File: src/rtl/assert_macros.svh
// assertion macros used by the search core
`ifndef ASSERT_MACROS_SVH
`define ASSERT_MACROS_SVH

// same-cycle implication, off during reset
`define SPS_ASSERT_IMP(label, clk, rst_n, ante, cons) \
    label: assert property (@(posedge clk) disable iff (!rst_n) (ante) |-> (cons)) \
        else $error("assertion failed");

// next-cycle implication, off during reset
`define SPS_ASSERT_NXT(label, clk, rst_n, ante, cons) \
    label: assert property (@(posedge clk) disable iff (!rst_n) (ante) |=> (cons)) \
        else $error("assertion failed");

`endif

File: src/rtl/sps_ram.sv
// generic single write port ram with registered read
`timescale 1ns / 1ps
`default_nettype none

module sps_ram #(
    parameter int WIDTH = 32,
    parameter int DEPTH = 64
) (
    input  wire logic                     i_clk,
    input  wire logic                     i_we,
    input  wire logic [$clog2(DEPTH)-1:0] i_waddr,
    input  wire logic [WIDTH-1:0]         i_wdata,
    input  wire logic [$clog2(DEPTH)-1:0] i_raddr,
    output logic      [WIDTH-1:0]         o_rdata
);

    logic [WIDTH-1:0] r_mem [DEPTH];

    // write port and registered read port
    always_ff @(posedge i_clk) begin
        if (i_we) begin
            r_mem[i_waddr] <= i_wdata;
        end
        o_rdata <= r_mem[i_raddr];
    end

endmodule

`default_nettype wire

File: config.mk
export PLATFORM = sky130hd
export DESIGN_NAME = sps_ram
export DESIGN_NICKNAME = d
export VERILOG_FILES = /design/src/rtl/assert_macros.svh /design/src/rtl/sps_ram.sv
export SDC_FILE = /design/constraint.sdc
export NUM_CORES = 2
export LEC_CHECK = 0
export BUFFER_PORTS_ARGS = -buffer_cell sky130_fd_sc_hd__buf_2
export CORE_UTILIZATION = 45
export DETAILED_ROUTE_END_ITERATION = 6
export PLACE_DENSITY = 0.63
export SETUP_SLACK_MARGIN = 0.2
export SYNTH_ARGS = -nofsm -noshare
export SYNTH_HDL_FRONTEND = slang
export SYNTH_SLANG_ARGS = --single-unit
File: constraint.sdc
create_clock -name i_clk -period 3.89 [get_ports i_clk]
set_clock_uncertainty 0.05 [all_clocks]
set_input_delay 0.389 -clock i_clk [delete_from_list [all_inputs] [get_ports i_clk]]
set_output_delay 0.389 -clock i_clk [all_outputs]
set_load 0.1 [all_outputs]
==> impl_metrics.tcl <==
set metrics [dict create \
    fillers 13116 \
    power_uw 46280 \
    placed_cell_area_sq_um 83830 \
    drive_gt1_frac 0.3121 \
    r2r_cells 4 \
    startpoint "i_raddr[0]" \
    cts.sinks 2080 \
    yosys.area_share.xor_xnor 0 \
    core_area_sq_um 172500 \
    worstMarginPinSlew_ns 1.261 \
    design.die.area_sq_um 176200 \
    crit_path_max_fanout 47 \
    min_path_cells 1 \
    syn_to_final_growth_pct 14.76 \
    arrival_ns 3.19 \
    ff_latch_area_sq_um 62140 \
    cap_violations 0 \
    final_core_util 0.5224 \
    postSynthAreaPerCell_sq_um 23.62 \
    fin_crit_sh 0.6644 \
    routedWlPerCell_um 33.34 \
    worstHoldStart "i_wdata[31]" \
    cts_tree "yes" \
    drc 0 \
    clk_pin_slew_ns 0.06 \
    wl_um 204700 \
    cts_setup_buffers 0 \
    grtUsageTotal 0.2351 \
    regToRegSetupSlack_ns 1.47 \
    synthAdderAreaFrac 0 \
    setup_viol 0 \
    met1_usage 0.3410 \
    grt_antenna_before_repair 12 \
    initial_core_util 0.4552 \
    end_kind "flop" \
    grtUsageMet3 0.03879 \
    rsz0062_at_grt "false" \
    synth_area_leaders "edfxtp_1, mux4_2, mux2i_1" \
    final_area_sq_um 90110 \
    place_hpwl_um 119400 \
    clock_latency_ns 0.85 \
    yosysTopAreaCell "edfxtp_1" \
    grt_pass1_vias 37429 \
    crit_chain "buf_8, buf_4, buf_4, mux4_2, mux4_2, o22ai_1, nor2_1" \
    multi_input_area_sq_um 15970 \
    synth_compound_area_frac 0.01673 \
    num_vias 37536 \
    grt_use_met2 0.3729 \
    hold_class "primary input to flop" \
    setup_tns_ns 0 \
    firstDrtPassIters 5 \
    synth_top_family_by_area "multiplexers" \
    clockRootBuffer "clkbuf_16" \
    ys_ff_latch 2080 \
    critPathSlowestCell "o22ai_1" \
    synthArstFlopShare 0 \
    p_leak_uw 0.02808 \
    synth.most_common_cell "edfxtp_1" \
    hold_buffers 0 \
    fin_crit_ns 2.584 \
    drtAntennaViolNets 0 \
    netlist-cell-type-count 34 \
    synth_top_area_share 0.7833 \
    synthCells 3324 \
    htree_levels 4 \
    fmax_ghz 0.3869 \
    finalMaxSlewViolations 0 \
    overflow 0 \
    drt_iter0_drc 4785 \
    die_x_um 419.7 \
    ios 78 \
    min_to "r_mem[43][31]" \
    synthMuxAreaShare 0.1679 \
    synth_fp_nets 3370 \
    hold_ws_ns 0.05272 \
    r2r-end "o_rdata[18]" \
    place.gp.congestion 0.8210 \
    fin_nets 3699 \
    maxSlewHeadroom 0.1592 \
    synth_common_cells "edfxtp_1, mux4_2, nor2_1, mux2i_1, o22ai_1" \
    timing_worst_setup_path_type "primary input to flop" \
    synth_seq_area_share 0.7914 \
    synth-edff-count 2048 \
    globalRoute.busiestLayer "met2" \
    power_density_nw_per_um2 513.6 \
    cts_buffers 204 \
    via_per_inst 6.112 \
    required_ns 4.49 \
    grt_max_degree 65 \
    critPathLaunchType "primary input" \
    die_y_um 419.7 \
    grt_pass1_wl_um 286900 \
    synth_flop_cell "edfxtp_1" \
    r2r-start "r_mem[28][18]" \
    hold_violations 0 \
    yosys_warnings 0 \
    cts-resized-gates 0 \
    clock_path_buffers 3 \
    status "finished, final reports clean" \
    ir_worst_vdd_mv 0.4814 \
    rows 152 \
    syn_area_sq_um 78520 \
    max_stage_delay_ns 0.53 \
    yosys.area_share.simple 0.01265 \
    numPortBuffers 77 \
]
how the worst max path moves through the flow:
stage / endpoint / slack [ns] / cells past startpoint
after detailed placement: o_rdata[18] / 0.33 / 7
after CTS: o_rdata[18] / 1.21 / 7
after global routing: o_rdata[15] / 1.13 / 8
after floorplan: r_mem[48][0] / 0.29 / 4
after global placement: o_rdata[15] / 0.33 / 8
final: o_rdata[18] / 1.31 / 7
cells in the final DEF, fill, tap and decap left out, drive strengths merged, types with 26 or more instances in the layout:
| master | instances |
|---|---|
| clkinv | 79 |
| a21oi | 62 |
| o221ai | 27 |
| nand2 | 26 |
| mux4 | 544 |
| buf | 305 |
| nor2 | 137 |
| dfxtp | 32 |
| mux2i | 93 |
| o22ai | 84 |
| clkbuf | 277 |
| edfxtp | 2048 |
worst max-delay path, delay by kind of cell:
family	cells	cell delay [ns]
AO/OA/AOI/OAI	1	0.53
buffers and inverters	3	0.96
multiplexers	2	1.01
AND/OR/NAND/NOR	1	0.26
routing by layer:
| layer | wire length, um | vias up |
|---|---|---|
| li1 | - | 14951 |
| met1 | 84300 | 20491 |
| met2 | 98770 | 1817 |
| met3 | 16830 | 273 |
| met4 | 4806 | 4 |
| met5 | 26 | - |
area by class of cell:
| class | instances | share of cell area |
|---|---|---|
| well taps | 2310 | 0.03208 |
| repair buffers | 305 | 0.03145 |
| clock inverters | 99 | 0.008262 |
| clock buffers | 277 | 0.06117 |
| multi-input cells | 1062 | 0.1772 |
| diodes | 8 | 0.0002222 |
| flip-flops and latches | 2080 | 0.6896 |
report_power, final:
| group | total [uW] | internal, uW | switching (uW) |
|---|---|---|---|
| sequential | 24900 | 24800 | 104 |
| combinational | 2740 | 906 | 1840 |
| clock | 18600 | 10300 | 8290 |
registers in the layout, indices dropped and copies added (netlist names):
signal,flops
r_mem,2048
o_rdata,32
cell families after synthesis:
group | count (synthesis)
flip-flops | 2080
buffers and inverters | 182
multiplexers | 637
AND/OR/NAND/NOR | 223
AO/OA/AOI/OAI | 202
through the flow:
stage          worst slack [ns]  instances
6_report                  1.306       6141
5_1_grt                   1.132       6135
4_1_cts                   1.210       6133
3_5_place_dp             0.3264       5757
3_3_place_gp             0.3325       5757
2_1_floorplan            0.2912       3324
Note: power is estimated with default switching activity, not from simulation.
